==> src/hdl/serial_dmx_frame_parser_defines.svh <==
// assertion macros for the host-link frame parser
`ifndef SERIAL_DMX_FRAME_PARSER_DEFINES_SVH
`define SERIAL_DMX_FRAME_PARSER_DEFINES_SVH

`ifndef SYNTHESIS
// same-cycle implication
`define SDMX_ASSERT_NOW(name, clk, rst_n, ante, cons) \
	name: assert property (@(posedge clk) disable iff (!rst_n) (ante) |-> (cons)) \
		else $error("sdmx assertion failed");
// next-cycle implication
`define SDMX_ASSERT_NEXT(name, clk, rst_n, ante, cons) \
	name: assert property (@(posedge clk) disable iff (!rst_n) (ante) |=> (cons)) \
		else $error("sdmx assertion failed");
`else
`define SDMX_ASSERT_NOW(name, clk, rst_n, ante, cons)
`define SDMX_ASSERT_NEXT(name, clk, rst_n, ante, cons)
`endif

`endif

==> src/hdl/sdmx_pkg.sv <==
// types and constants shared by the frame parser modules
`timescale 1ns / 1ps

package sdmx_pkg;

	localparam int CFG_IDX_W = 3;
	localparam int CFG_DATA_W = 11;

	localparam logic [CFG_IDX_W-1:0] CFG_START  = 3'd0;
	localparam logic [CFG_IDX_W-1:0] CFG_END    = 3'd1;
	localparam logic [CFG_IDX_W-1:0] CFG_PLIMIT = 3'd2;
	localparam logic [CFG_IDX_W-1:0] CFG_FLIMIT = 3'd3;

	localparam int Q_PTR_W = 2;
	localparam int Q_DEPTH = 2 ** Q_PTR_W;
	localparam int Q_CNT_W = Q_PTR_W + 1;

	localparam logic [10:0] TOTAL_MAX = 11'h7ff;

	typedef enum logic [1:0] {
		KIND_PAYLOAD  = 2'd0,
		KIND_DONE     = 2'd1,
		KIND_BAD_SIZE = 2'd2,
		KIND_OVERRUN  = 2'd3
	} kind_t;

	typedef enum logic [2:0] {
		PH_IDLE     = 3'd0,
		PH_LABEL    = 3'd1,
		PH_SIZE_LO  = 3'd2,
		PH_SIZE_HI  = 3'd3,
		PH_DATA     = 3'd4,
		PH_WAIT_END = 3'd5
	} phase_t;

	typedef struct packed {
		logic [7:0]  start_byte;
		logic [7:0]  end_byte;
		logic [9:0]  payload_limit;
		logic [10:0] frame_limit;
	} cfg_t;

	typedef struct packed {
		kind_t       kind;
		logic [7:0]  label;
		logic [9:0]  length;
		logic [9:0]  index;
		logic [7:0]  value;
	} event_t;

	typedef struct packed {
		logic push;
		logic idle;
	} front_stat_t;

	typedef struct packed {
		logic               full;
		logic               empty;
		logic [Q_CNT_W-1:0] count;
	} q_stat_t;

endpackage

==> src/hdl/serial_dmx_frame_parser.sv <==
// top level of the host-link frame parser
//
// Input stream s_*: one rx_byte per beat in s_tdata[7:0]. Output stream m_*:
// one result per beat, kind in m_tuser, label/length/index/value in m_tdata.
// Only payload bytes, frame ends and dropped frames give results; other
// bytes (start, label, size, filler) are absorbed.
// Configuration channel cfg_*: register index and data, always ready;
// index 0 start byte, 1 end byte, 2 payload limit, 3 frame limit, others
// are ignored. Write only while the block is idle.
// Throughput: one byte per cycle while s_tready is high. A result passes
// from the front state machine into the result queue when its byte is
// taken, and from there into the output register that drives m_tvalid.
// When the receiver stalls, results collect in the four-entry queue and
// s_tready falls once it is full; a byte that gives no result is still held
// back at that point. Reset returns the parser to waiting for a start byte,
// empties the queue and restores default register values.
`timescale 1ns / 1ps
`include "serial_dmx_frame_parser_defines.svh"

module serial_dmx_frame_parser import sdmx_pkg::*; (
	input  logic                  clk,
	input  logic                  arst_n,
	input  logic                  s_tvalid,
	output logic                  s_tready,
	input  logic [7:0]            s_tdata,   // [7:0] rx_byte
	output logic                  m_tvalid,
	input  logic                  m_tready,
	output logic [39:0]           m_tdata,   // [7:0] frame_label, [17:8] frame_length,
	                                         // [27:18] payload_index, [35:28] payload_value
	output logic [1:0]            m_tuser,   // [1:0] event_kind
	input  logic                  cfg_valid,
	output logic                  cfg_ready,
	input  logic [CFG_IDX_W-1:0]  cfg_index,
	input  logic [CFG_DATA_W-1:0] cfg_data
);

	cfg_t        cfg_q;
	logic        accept;
	event_t      front_ev;
	front_stat_t front_stat;
	event_t      q_data;
	q_stat_t     q_stat;
	logic        q_pop;

	assign cfg_ready = 1'b1;

	always_ff @(posedge clk or negedge arst_n) begin
		if (!arst_n) begin
			cfg_q.start_byte    <= 8'd126;
			cfg_q.end_byte      <= 8'd231;
			cfg_q.payload_limit <= 10'd600;
			cfg_q.frame_limit   <= 11'd605;
		end else if (cfg_valid) begin
			unique case (cfg_index)
				CFG_START:  cfg_q.start_byte    <= cfg_data[7:0];
				CFG_END:    cfg_q.end_byte      <= cfg_data[7:0];
				CFG_PLIMIT: cfg_q.payload_limit <= cfg_data[9:0];
				CFG_FLIMIT: cfg_q.frame_limit   <= cfg_data;
				default:    cfg_q               <= cfg_q;
			endcase
		end
	end

	assign s_tready = !q_stat.full;
	assign accept   = s_tvalid && s_tready;

	sdmx_front u_front (
		.clk     (clk),
		.arst_n  (arst_n),
		.cfg     (cfg_q),
		.accept  (accept),
		.rx_byte (s_tdata),
		.ev      (front_ev),
		.stat    (front_stat)
	);

	sdmx_queue u_queue (
		.clk       (clk),
		.arst_n    (arst_n),
		.push      (front_stat.push),
		.push_data (front_ev),
		.pop       (q_pop),
		.pop_data  (q_data),
		.stat      (q_stat)
	);

	sdmx_back u_back (
		.clk      (clk),
		.arst_n   (arst_n),
		.q_valid  (!q_stat.empty),
		.q_data   (q_data),
		.pop      (q_pop),
		.m_tvalid (m_tvalid),
		.m_tready (m_tready),
		.m_tdata  (m_tdata),
		.m_tuser  (m_tuser)
	);

	// every frame-ending result leaves the parser waiting for a start byte
	`SDMX_ASSERT_NEXT(a_end_to_idle, clk, arst_n, front_stat.push && front_ev.kind != KIND_PAYLOAD, front_stat.idle)
	`SDMX_ASSERT_NOW(a_queue_bound, clk, arst_n, 1'b1, q_stat.count <= Q_CNT_W'(Q_DEPTH))
	`SDMX_ASSERT_NOW(a_idx_zero, clk, arst_n, m_tvalid && m_tuser != KIND_PAYLOAD, m_tdata[35:18] == 18'd0)
	`SDMX_ASSERT_NOW(a_len_zero, clk, arst_n, m_tvalid && m_tuser != KIND_DONE, m_tdata[17:8] == 10'd0)

endmodule

==> src/hdl/sdmx_front.sv <==
// front end: frame state machine that classifies each byte into a result
`timescale 1ns / 1ps

module sdmx_front import sdmx_pkg::*; (
	input  logic        clk,
	input  logic        arst_n,
	input  cfg_t        cfg,
	input  logic        accept,
	input  logic [7:0]  rx_byte,
	output event_t      ev,
	output front_stat_t stat
);

	phase_t      phase_q, phase_d;
	logic [7:0]  label_q, label_d;
	logic [15:0] size_q, size_d;
	logic [9:0]  count_q, count_d;
	logic [10:0] total_q, total_d;
	logic [10:0] total_inc;
	logic [15:0] new_size;
	logic [9:0]  count_nxt;
	logic        push;

	always_ff @(posedge clk or negedge arst_n) begin
		if (!arst_n) begin
			phase_q <= PH_IDLE;
			label_q <= '0;
			size_q  <= '0;
			count_q <= '0;
			total_q <= '0;
		end else if (accept) begin
			phase_q <= phase_d;
			label_q <= label_d;
			size_q  <= size_d;
			count_q <= count_d;
			total_q <= total_d;
		end
	end

	always_comb begin
		total_inc = (phase_q != PH_IDLE && total_q != TOTAL_MAX) ? total_q + 11'd1 : total_q;
		new_size  = {rx_byte, size_q[7:0]};
		count_nxt = count_q + 10'd1;
		phase_d   = phase_q;
		label_d   = label_q;
		size_d    = size_q;
		count_d   = count_q;
		total_d   = total_inc;
		push      = 1'b0;
		ev        = '{kind: KIND_PAYLOAD, label: label_q, length: '0, index: '0, value: '0};
		unique case (phase_q)
			PH_LABEL: begin
				label_d = rx_byte;
				phase_d = PH_SIZE_LO;
			end
			PH_SIZE_LO: begin
				size_d  = {size_q[15:8], rx_byte};
				phase_d = PH_SIZE_HI;
			end
			PH_SIZE_HI: begin
				size_d = new_size;
				if (new_size == 16'd0) begin
					phase_d = PH_WAIT_END;
				end else if (new_size > {6'd0, cfg.payload_limit}) begin
					phase_d = PH_IDLE;
					total_d = '0;
					count_d = '0;
					push    = 1'b1;
					ev.kind = KIND_BAD_SIZE;
				end else begin
					phase_d = PH_DATA;
				end
			end
			PH_DATA: begin
				push     = 1'b1;
				ev.index = count_q;
				ev.value = rx_byte;
				count_d  = count_nxt;
				if (count_nxt >= cfg.payload_limit || {6'd0, count_nxt} >= size_q) begin
					phase_d = PH_WAIT_END;
				end
			end
			PH_WAIT_END: begin
				if (rx_byte == cfg.end_byte) begin
					phase_d   = PH_IDLE;
					push      = 1'b1;
					ev.kind   = KIND_DONE;
					ev.length = count_q;
				end else if (total_inc >= cfg.frame_limit) begin
					// gave up waiting for the closing byte
					phase_d = PH_IDLE;
					total_d = '0;
					count_d = '0;
					push    = 1'b1;
					ev.kind = KIND_OVERRUN;
				end
			end
			default: begin
				phase_d = PH_IDLE;
				if (rx_byte == cfg.start_byte) begin
					phase_d = PH_LABEL;
					total_d = 11'd1;
					count_d = '0;
				end
			end
		endcase
	end

	assign stat.push = accept && push;
	assign stat.idle = (phase_q == PH_IDLE);

endmodule

==> src/hdl/sdmx_queue.sv <==
// small result queue between the front end and the output stage
`timescale 1ns / 1ps

module sdmx_queue import sdmx_pkg::*; (
	input  logic    clk,
	input  logic    arst_n,
	input  logic    push,
	input  event_t  push_data,
	input  logic    pop,
	output event_t  pop_data,
	output q_stat_t stat
);

	event_t             mem_q [Q_DEPTH];
	logic [Q_PTR_W-1:0] wr_ptr_q;
	logic [Q_PTR_W-1:0] rd_ptr_q;
	logic [Q_CNT_W-1:0] count_q;

	always_ff @(posedge clk) begin
		if (push) begin
			mem_q[wr_ptr_q] <= push_data;
		end
	end

	always_ff @(posedge clk or negedge arst_n) begin
		if (!arst_n) begin
			wr_ptr_q <= '0;
			rd_ptr_q <= '0;
			count_q  <= '0;
		end else begin
			if (push) begin
				wr_ptr_q <= wr_ptr_q + Q_PTR_W'(1);
			end
			if (pop) begin
				rd_ptr_q <= rd_ptr_q + Q_PTR_W'(1);
			end
			case ({push, pop})
				2'b10:   count_q <= count_q + Q_CNT_W'(1);
				2'b01:   count_q <= count_q - Q_CNT_W'(1);
				default: count_q <= count_q;
			endcase
		end
	end

	assign pop_data   = mem_q[rd_ptr_q];
	assign stat.full  = (count_q == Q_CNT_W'(Q_DEPTH));
	assign stat.empty = (count_q == '0);
	assign stat.count = count_q;

endmodule

==> src/hdl/sdmx_back.sv <==
// back end: output register that drives the result stream
`timescale 1ns / 1ps

module sdmx_back import sdmx_pkg::*; (
	input  logic        clk,
	input  logic        arst_n,
	input  logic        q_valid,
	input  event_t      q_data,
	output logic        pop,
	output logic        m_tvalid,
	input  logic        m_tready,
	output logic [39:0] m_tdata,
	output logic [1:0]  m_tuser
);

	event_t out_q;
	logic   valid_q;

	// refill whenever the register is empty or its beat leaves this cycle
	assign pop = q_valid && (!valid_q || m_tready);

	always_ff @(posedge clk or negedge arst_n) begin
		if (!arst_n) begin
			valid_q <= 1'b0;
		end else if (!valid_q || m_tready) begin
			valid_q <= q_valid;
		end
	end

	always_ff @(posedge clk) begin
		if (pop) begin
			out_q <= q_data;
		end
	end

	assign m_tvalid = valid_q;
	assign m_tdata  = {4'd0, out_q.value, out_q.index, out_q.length, out_q.label};
	assign m_tuser  = out_q.kind;

endmodule

==> config.mk <==
export PLATFORM = sky130hd
export DESIGN_NAME = serial_dmx_frame_parser
export DESIGN_NICKNAME = d
export VERILOG_FILES = /design/src/hdl/sdmx_pkg.sv /design/src/hdl/serial_dmx_frame_parser.sv /design/src/hdl/sdmx_front.sv /design/src/hdl/sdmx_queue.sv /design/src/hdl/sdmx_back.sv
export VERILOG_INCLUDE_DIRS = /design/src /design/src/hdl
export SDC_FILE = /design/constraint.sdc
export NUM_CORES = 1
export LEC_CHECK = 0
export BUFFER_PORTS_ARGS = -buffer_cell sky130_fd_sc_hd__buf_4
export CAP_MARGIN = 20
export CORE_MARGIN = 8
export CORE_UTILIZATION = 55
export CTS_CLUSTER_SIZE = 16
export DETAILED_ROUTE_END_ITERATION = 16
export GPL_ROUTABILITY_DRIVEN = 0
export GPL_TIMING_DRIVEN = 0
export PLACE_DENSITY = 0.74
export SLEW_MARGIN = 20
export SYNTH_ARGS = -nofsm -noshare
export SYNTH_HDL_FRONTEND = slang
export SYNTH_SLANG_ARGS = --single-unit
==> constraint.sdc <==
create_clock -name clk -period 7.9 [get_ports clk]
set_input_delay 0 -clock clk [delete_from_list [all_inputs] [get_ports clk]]
set_output_delay 0 -clock clk [all_outputs]
set_load 0.05 [all_outputs]
* Word level (Yosys, flattened, before mapping) *
Memories as Yosys holds them, arrays and structs flattened. A register that Yosys moved wholly into a read port is not among the register bits.
Index checks and enable logic that the tools add are counted.
W data, S select, Z words.

cells by class
  $add $sub $neg = 6
  order comparisons = 4
  equality and inequality tests = 20
  muxes and demuxes = 37
  bitwise gates (word level) = 3
  reductions and logical operators = 26

operator list
  operator                 number
  $mux W10                 7
  $mux W11                 6
  $pmux W10 S4             1
  $pmux W11 S3             1
  $pmux W16 S2             1
  $mux W18                 1
  $eq A8 B8 Y1             2
  $ge A10 B16 Y1           1
  $gt A16 B10 Y1           1
  $logic_not A16 Y1        1
  $mux W3                  5
  $pmux W3 S5              1
  $eq A3 B2 Y1 const B     4
  $add A11 B1 Y11 const B  1
  $ge A11 B11 Y1           1
  $ne A11 B11 Y1 const B   1
  $add A10 B1 Y10 const B  1
  $ge A10 B10 Y1           1
  $reduce_and A2 Y1        5
  $eq A3 B3 Y1 const B     3
  $reduce_and A3 Y1        3
  $mux W2                  4
  $mux W1                  7
  $reduce_and A7 Y1        1
  22 further kinds         36

word-level totals
  register bits after elaboration = 93
  memory bits (writable) = 152
  input bits = 27
  output and inout bits = 45
  word-level logic and storage cells = 111
  memories = 1

memories
  memory         words  bits a word  rd ports  clocked after Yosys merged registers in  wr ports  RTL line          source
  u_queue.mem_q  4      38           1         1                                        1         sdmx_queue.sv:14  event_t mem_q [Q_DEPTH];

* Logic depth before layout (Yosys ltp) *
  depth in word-level cells = 10
  depth in mapped cells = 21
  mapped depth without buffers = 20

* By module *
A second synthesis with hierarchy kept.

unflattened totals
  cell total of the unflattened synthesis = 819
  area total of the unflattened synthesis = 12497.0 µm²

by module, submodules not included
  module                   times used  cells each  area an instance (µm²)  seq. area each (µm²)
  sdmx_queue               1           235         5929.4                  4739.5
  sdmx_front               1           451         3883.7                  1201.2
  serial_dmx_frame_parser  1           86          1465.2                  953.4
  sdmx_back                1           47          1218.7                  1166.1

* Worst setup path before layout *
OpenSTA, ideal clock, no wires.

  path type = register to register
  start point = register u_front.total_q[0]
  end point = memory u_queue.mem_q[0][0] (netlist name), enable pin
  library setup time = 0.434 ns
  arrival time = 4.437 ns
  required time = 7.466 ns
  setup slack = 3.029 ns
  cell stages (with the launch flop) = 17
  buffers on the path = 1
  period minus slack after synthesis = 4.871 ns
  cells stage by stage = dfrtp_1 > ha_1 > and3_4 > a41oi_4 > nand4_2 > or2_1 > xor2_1 > inv_1 > ha_1 > nand4_1 > nor2_1 > a21oi_1 > nand3_1 > o211ai_1 > o21a_1 > buf_6 > nor2_1

on the way
  word-level cells in the longest chain between the ends = 10
  elaborated cells on any way between the ends = 11
  those cells by class = add/sub: 1; order compare: 1; eq/ne: 1; mux: 6; reduce/logical: 2

RTL lines
  what                                                                     RTL line           source
  start, declared                                                          sdmx_front.sv:18   logic [10:0] total_q, total_d;
  start signal, assigned                                                   sdmx_front.sv:36   total_q <= total_d;
  parallel branches: the longest is 2 deep, another holds $add A11 B1 Y11  -
  $mux W11 (*)                                                             sdmx_front.sv:41   total_inc = (phase_q != PH_IDLE && total_q != TOTAL_MAX) ? total_q + 11'd1 : total_q;
  $ge A11 B11 Y1 (*)                                                       sdmx_front.sv:89   end else if (total_inc >= cfg.frame_limit) begin
  $mux W1 (*)                                                              sdmx_front.sv:89
  $mux W1 (*)                                                              sdmx_front.sv:84   if (rx_byte == cfg.end_byte) begin
  $pmux W1 S3 (*)                                                          sdmx_front.sv:51   unique case (phase_q)
  $logic_and A1 B1 Y1 (*)                                                  sdmx_front.sv:109  assign stat.push = accept && push;
  $mux W1 (*)                                                              sdmx_queue.sv:20   if (push) begin
  $mux W1 (implied by the code) (*)                                        sdmx_queue.sv:21   mem_q[wr_ptr_q] <= push_data;
  end, declared                                                            sdmx_queue.sv:14

Every way passes the cells marked *.

* Worst setup path in the final report *
  start point = register u_front.total_q[0]
  end point = register u_queue.count_q[2]

on the way
  word-level cells in the longest chain between the ends = 10
  elaborated cells on any way between the ends = 13
  those cells by class = add/sub: 1; order compare: 1; eq/ne: 3; mux: 5; reduce/logical: 3

RTL lines
  what                                                                     RTL line           source
  parallel branches: the longest is 2 deep, another holds $add A11 B1 Y11  -
  $mux W11 (*)                                                             sdmx_front.sv:41
  $ge A11 B11 Y1 (*)                                                       sdmx_front.sv:89
  $mux W1 (*)                                                              sdmx_front.sv:89
  $mux W1 (*)                                                              sdmx_front.sv:84
  $pmux W1 S3 (*)                                                          sdmx_front.sv:51
  $logic_and A1 B1 Y1 (*)                                                  sdmx_front.sv:109
  $eq A2 B1 Y1 or $eq A2 B2 Y1 (tied branches)                             sdmx_queue.sv:37   case ({push, pop})
  $pmux W3 S2 or $reduce_bool A2 Y1 (tied branches)                        -
  end signal, assigned                                                     sdmx_queue.sv:38   2'b10: count_q <= count_q + Q_CNT_W'(1);
  end signal, assigned                                                     sdmx_queue.sv:39   2'b01: count_q <= count_q - Q_CNT_W'(1);
  end signal, assigned                                                     sdmx_queue.sv:40   default: count_q <= count_q;
  end, declared                                                            sdmx_queue.sv:17   logic [Q_CNT_W-1:0] count_q;

Marks and branches as above.
A chain may end at the register's enable or synchronous reset.

==> flow_metrics.py <==
metrics = {
    "floorplanning": {
        "floorplan.rows": 55,
        "placeableCoreArea_sq_mm": 0.0224,
        "die_width_um": 166,
        "top_level_ports": 72,
        "initial_core_util": 0.554,
        "area_enclosed_by_the_die_boundary_sq_mm": 0.0276,
        "dieHeight_um": 166,
    },
    "pwr": {
        "power.ir.vdd_worst_mv": 0.190,
        "static-leakage-power_nw": 5.70,
        "pwr_dens_mw_per_mm2": 381,
    },
    "placement": {
        "placement.io_buffers": 64,
        "dpl_cell_area_sq_mm": 0.0134,
        "detailed_place_hpwl_um": 16500,
    },
    "cts": {
        "cts_repair_resize_count": 0,
        "clk_latency_ps": 530,
        "postCtsSetupBuffers": 0,
        "clock_tree.htree_level_count": 1,
        "max-clock-path-buffers": 3,
        "cts.reportedPaths.clkPinSlew_ps": 60,
        "cts-hold-fix-buffers": 25,
        "tritoncts": "yes",
        "cts_buffers": 28,
        "cts.sink_count": 283,
        "ctsRootBufferMaster": "sky130_fd_sc_hd__clkbuf_16",
    },
    "drt": {
        "postRouteAntennaNets": 0,
        "route.met2.wl_um": 12000,
        "wl_met3_um": 1160,
        "wirelength_met1_um": 10500,
        "drt_first_iter_violations": 509,
        "highest-signal-layer": "met4",
        "first_pass_iters": 5,
        "overall_via_count_from_detail_route": 6845,
        "route.detailed.vias_per_inst": 5.48,
        "drt_wl_total_um": 24100,
        "routedWlPerCell_um": 19.3,
        "route.detailed.drc": 0,
    },
    "timing": {
        "grt_setup_unrepaired": "false",
        "totalNegativeSetupSlack_ps": 0,
        "final_hold_viol_count": 0,
        "tightest_slew_ps": 887,
        "slew-limit-headroom": 0.409,
        "fmaxAchievable_mhz": 213,
        "setup_viols_final": 0,
        "slew_viol_final": 0,
        "period_needed_ps": 4690,
        "fin_crit_sh": 0.594,
        "clock_skew_ps": 9.33,
    },
    "global_routing": {
        "grt_pass1_wl_um": 39200,
        "grt_overflow": 0,
        "first_global_vias": 7207,
        "gr_util_all_layers": 0.178,
        "grt_max_degree": 94,
        "grt_antenna_before_repair": 0,
    },
    "synthesis": {
        "async_reset_ff_frac": 0.329,
        "synthFlopType": "sky130_fd_sc_hd__edfxtp_1",
        "synth_edf_count": 190,
        "syn-cell-area_sq_mm": 0.0124,
        "synth-seq-area-share": 0.651,
        "count_of_mapped_cells_out_of_synthesis": 816,
        "number_of_warnings_printed_during_yosys_synthesis": 0,
        "synth.lib_cells_used.distinct": 63,
        "postSynthRegisterBits": 283,
        "synthesis.area_per_instance_sq_um": 15.2,
    },
    "worst_setup_path": {
        "regToRegSetupSlack_ps": 3210,
        "max_fo_critical_path": 7,
        "timing.critical_path.arrival_ps": 5150,
        "timing.critical_path.from": "u_front.total_q[0]",
        "crit-reg2reg-launch": "u_front.total_q[0]",
        "critPathKind": "reg2reg",
        "rr_worst_depth": 21,
        "worst_setup_path_end_kind": "register",
        "timing.rr.end": "u_queue.count_q[2]",
        "cp_data_required_time_ps": 8350,
        "timing.critical_path.from_type": "register",
        "last_element_of_the_critical_path": "u_queue.count_q[2]",
    },
    "status": {
        "outcome": "finished clean",
    },
    "flow_run": {
        "max-cap-violations": 0,
    },
    "final_layout": {
        "finish.instance_area_sq_mm": 0.0145,
        "fillers": 1578,
        "fraction_of_layout_cells_with_a_size_suffix_above_1": 0.261,
        "final_nets": 1019,
        "antenna-diode-count": 0,
        "area_growth_pct": 17.3,
    },
    "min_path": {
        "min_delay_path_depth": 5,
        "hp-class": "in2reg",
    },
}
==> cell type report <==
type	instances	area (sq um)	area share
buffer	36	180	0.0124
timing repair buffer	94	865	0.0595
tap	285	357	0.0245
inverter	57	214	0.0147
multi-input combinational	443	3980	0.274
clock inverter	16	126	0.00869
clock buffer	35	748	0.0515
sequential	283	8060	0.555
==> worst max-delay path, cell delays in order (launching register included) <==
cell	delay, ps
sky130_fd_sc_hd__dfrtp_1	450
sky130_fd_sc_hd__ha_1	270
sky130_fd_sc_hd__and3_4	190
sky130_fd_sc_hd__a41oi_4	340
sky130_fd_sc_hd__nand4_2	240
sky130_fd_sc_hd__or2_1	290
sky130_fd_sc_hd__xor2_1	220
sky130_fd_sc_hd__inv_1	90
sky130_fd_sc_hd__ha_1	290
sky130_fd_sc_hd__nand2_1	70
sky130_fd_sc_hd__o21ai_0	100
sky130_fd_sc_hd__a21oi_1	250
sky130_fd_sc_hd__nand3_1	210
sky130_fd_sc_hd__o211ai_1	240
sky130_fd_sc_hd__o21a_1	170
sky130_fd_sc_hd__buf_6	160
sky130_fd_sc_hd__ha_1	190
sky130_fd_sc_hd__inv_1	60
sky130_fd_sc_hd__fa_1	370
sky130_fd_sc_hd__xor2_1	170
sky130_fd_sc_hd__nor2_1	110
sky130_fd_sc_hd__xor2_1	140
==> cells in the final DEF (no fill, tap or decap), types with 5 or more instances in the layout <==
cell type / n
sky130_fd_sc_hd__clkinv_1: 8
sky130_fd_sc_hd__and3_1: 6
sky130_fd_sc_hd__nor2_1: 23
sky130_fd_sc_hd__edfxtp_1: 190
sky130_fd_sc_hd__dfstp_2: 22
sky130_fd_sc_hd__clkbuf_1: 27
sky130_fd_sc_hd__dlygate4sd3_1: 25
sky130_fd_sc_hd__conb_1: 5
sky130_fd_sc_hd__ha_1: 48
sky130_fd_sc_hd__nand3_1: 13
sky130_fd_sc_hd__a21oi_1: 21
sky130_fd_sc_hd__buf_4: 68
sky130_fd_sc_hd__mux2_2: 53
sky130_fd_sc_hd__o21ai_0: 26
sky130_fd_sc_hd__xor2_1: 22
sky130_fd_sc_hd__clkbuf_16: 29
sky130_fd_sc_hd__nand2_1: 55
sky130_fd_sc_hd__dfrtp_1: 71
sky130_fd_sc_hd__inv_1: 57
sky130_fd_sc_hd__nand4_1: 5
sky130_fd_sc_hd__mux2i_1: 9
sky130_fd_sc_hd__xnor2_1: 17
sky130_fd_sc_hd__and2_1: 10
sky130_fd_sc_hd__nor3_1: 17
sky130_fd_sc_hd__o211ai_1: 5
sky130_fd_sc_hd__nor4_1: 6
sky130_fd_sc_hd__a21o_1: 6
sky130_fd_sc_hd__mux4_2: 38
==> Yosys cell counts (2+ instances only) <==
master,number,area share
sky130_fd_sc_hd__buf_2,2,0.00081
sky130_fd_sc_hd__nand4_1,5,0.0025
sky130_fd_sc_hd__buf_4,5,0.0030
sky130_fd_sc_hd__nor3_1,17,0.0069
sky130_fd_sc_hd__conb_1,2,0.00061
sky130_fd_sc_hd__o2bb2ai_1,2,0.0014
sky130_fd_sc_hd__nor4bb_1,2,0.0016
sky130_fd_sc_hd__a21o_1,6,0.0036
sky130_fd_sc_hd__dfstp_2,22,0.047
sky130_fd_sc_hd__nand2b_1,4,0.0020
sky130_fd_sc_hd__o21ai_0,26,0.011
sky130_fd_sc_hd__edfxtp_1,190,0.46
sky130_fd_sc_hd__a211oi_1,3,0.0018
sky130_fd_sc_hd__nor4_1,6,0.0030
sky130_fd_sc_hd__nand2_1,55,0.017
sky130_fd_sc_hd__nor2b_1,3,0.0015
sky130_fd_sc_hd__mux2_2,53,0.048
sky130_fd_sc_hd__ha_1,48,0.048
sky130_fd_sc_hd__a211o_1,2,0.0014
sky130_fd_sc_hd__nor2_1,27,0.0082
sky130_fd_sc_hd__nand3_1,13,0.0053
sky130_fd_sc_hd__mux2i_1,9,0.0073
sky130_fd_sc_hd__and3_1,6,0.0030
sky130_fd_sc_hd__o211ai_2,2,0.0020
sky130_fd_sc_hd__a31oi_1,2,0.0010
sky130_fd_sc_hd__inv_1,57,0.017
sky130_fd_sc_hd__dfrtp_1,71,0.14
sky130_fd_sc_hd__clkbuf_1,21,0.0064
sky130_fd_sc_hd__o211ai_1,5,0.0030
sky130_fd_sc_hd__o21a_1,2,0.0012
sky130_fd_sc_hd__xnor2_1,17,0.012
sky130_fd_sc_hd__or4_1,3,0.0018
sky130_fd_sc_hd__buf_1,4,0.0012
sky130_fd_sc_hd__mux4_2,38,0.069
sky130_fd_sc_hd__buf_6,3,0.0027
sky130_fd_sc_hd__a21oi_1,22,0.0089
sky130_fd_sc_hd__and2_1,10,0.0051
sky130_fd_sc_hd__o21ai_1,3,0.0012
sky130_fd_sc_hd__o31ai_2,3,0.0030
sky130_fd_sc_hd__xor2_1,22,0.016
==> kinds of logic (layout without fill, tap and decap cells) <==
kind of cell | after synthesis | after routing | share of synthesized area
and+or+nand+nor | 163 | 163 | 0.0668
xor gates and xnor gates | 39 | 39 | 0.0276
DFF | 283 | 283 | 0.651
adders and majority gates | 49 | 49 | 0.0501
muxes | 101 | 101 | 0.126
buffers and inverters | 93 | 238 | 0.0318
other | 2 | 5 | 0.000606
AOI/OAI and AO/OA | 86 | 86 | 0.0466
==> worst min-delay path by stage <==
stage,startpoint,endpoint,slack [ps]
CTS,cfg_index[0],cfg_q[17],10
detailed placement,arst_n,cfg_q[25],160
global placement,m_tready,u_back.m_tvalid,190
floorplan,arst_n,cfg_q[10],-300
global route,cfg_index[0],cfg_q[17],60
finish,cfg_index[0],cfg_q[15],30
==> report_power, final <==
part | switching (mW) | internal (mW)
sequential | 0.181 | 2.12
clock | 0.538 | 0.733
combinational | 1.20 | 0.762
total | 1.92 | 3.62
==> routing by layer <==
metal  track usage  vias to the layer above
li1              -                     3265
met1         0.227                     3391
met2         0.310                      159
met3        0.0304                       30
met4        0.0470                        0
met5             0                        -
==> stage by stage <==
stage               utilization  hold slack (ps)  cells  worst slack, ps  power (mW)
floorplan                     -             -296    819             3030        3.71
global placement          0.592              195   1168             1450        4.20
detailed placement        0.600              156   1173             3280        4.30
CTS                       0.650             11.0   1249             3250        5.58
global route              0.650             57.6   1249             2860        5.84
finish                    0.650             30.3   1249             3210        5.54
==> flip-flops by register name, indices dropped and copies added, names as in the netlist <==
name and cells:
u_queue.mem_q 152, cfg_q 37, u_back.m_tdata 36, u_front.size_q 16, u_front.total_q 11, u_front.count_q 10, u_front.label_q 8, u_front.phase_q 3
u_queue.count_q 3, u_back.m_tuser 2, u_queue.rd_ptr_q 2, u_queue.wr_ptr_q 2, u_back.m_tvalid 1
No activity file was read; power rests on OpenSTA's default activity.
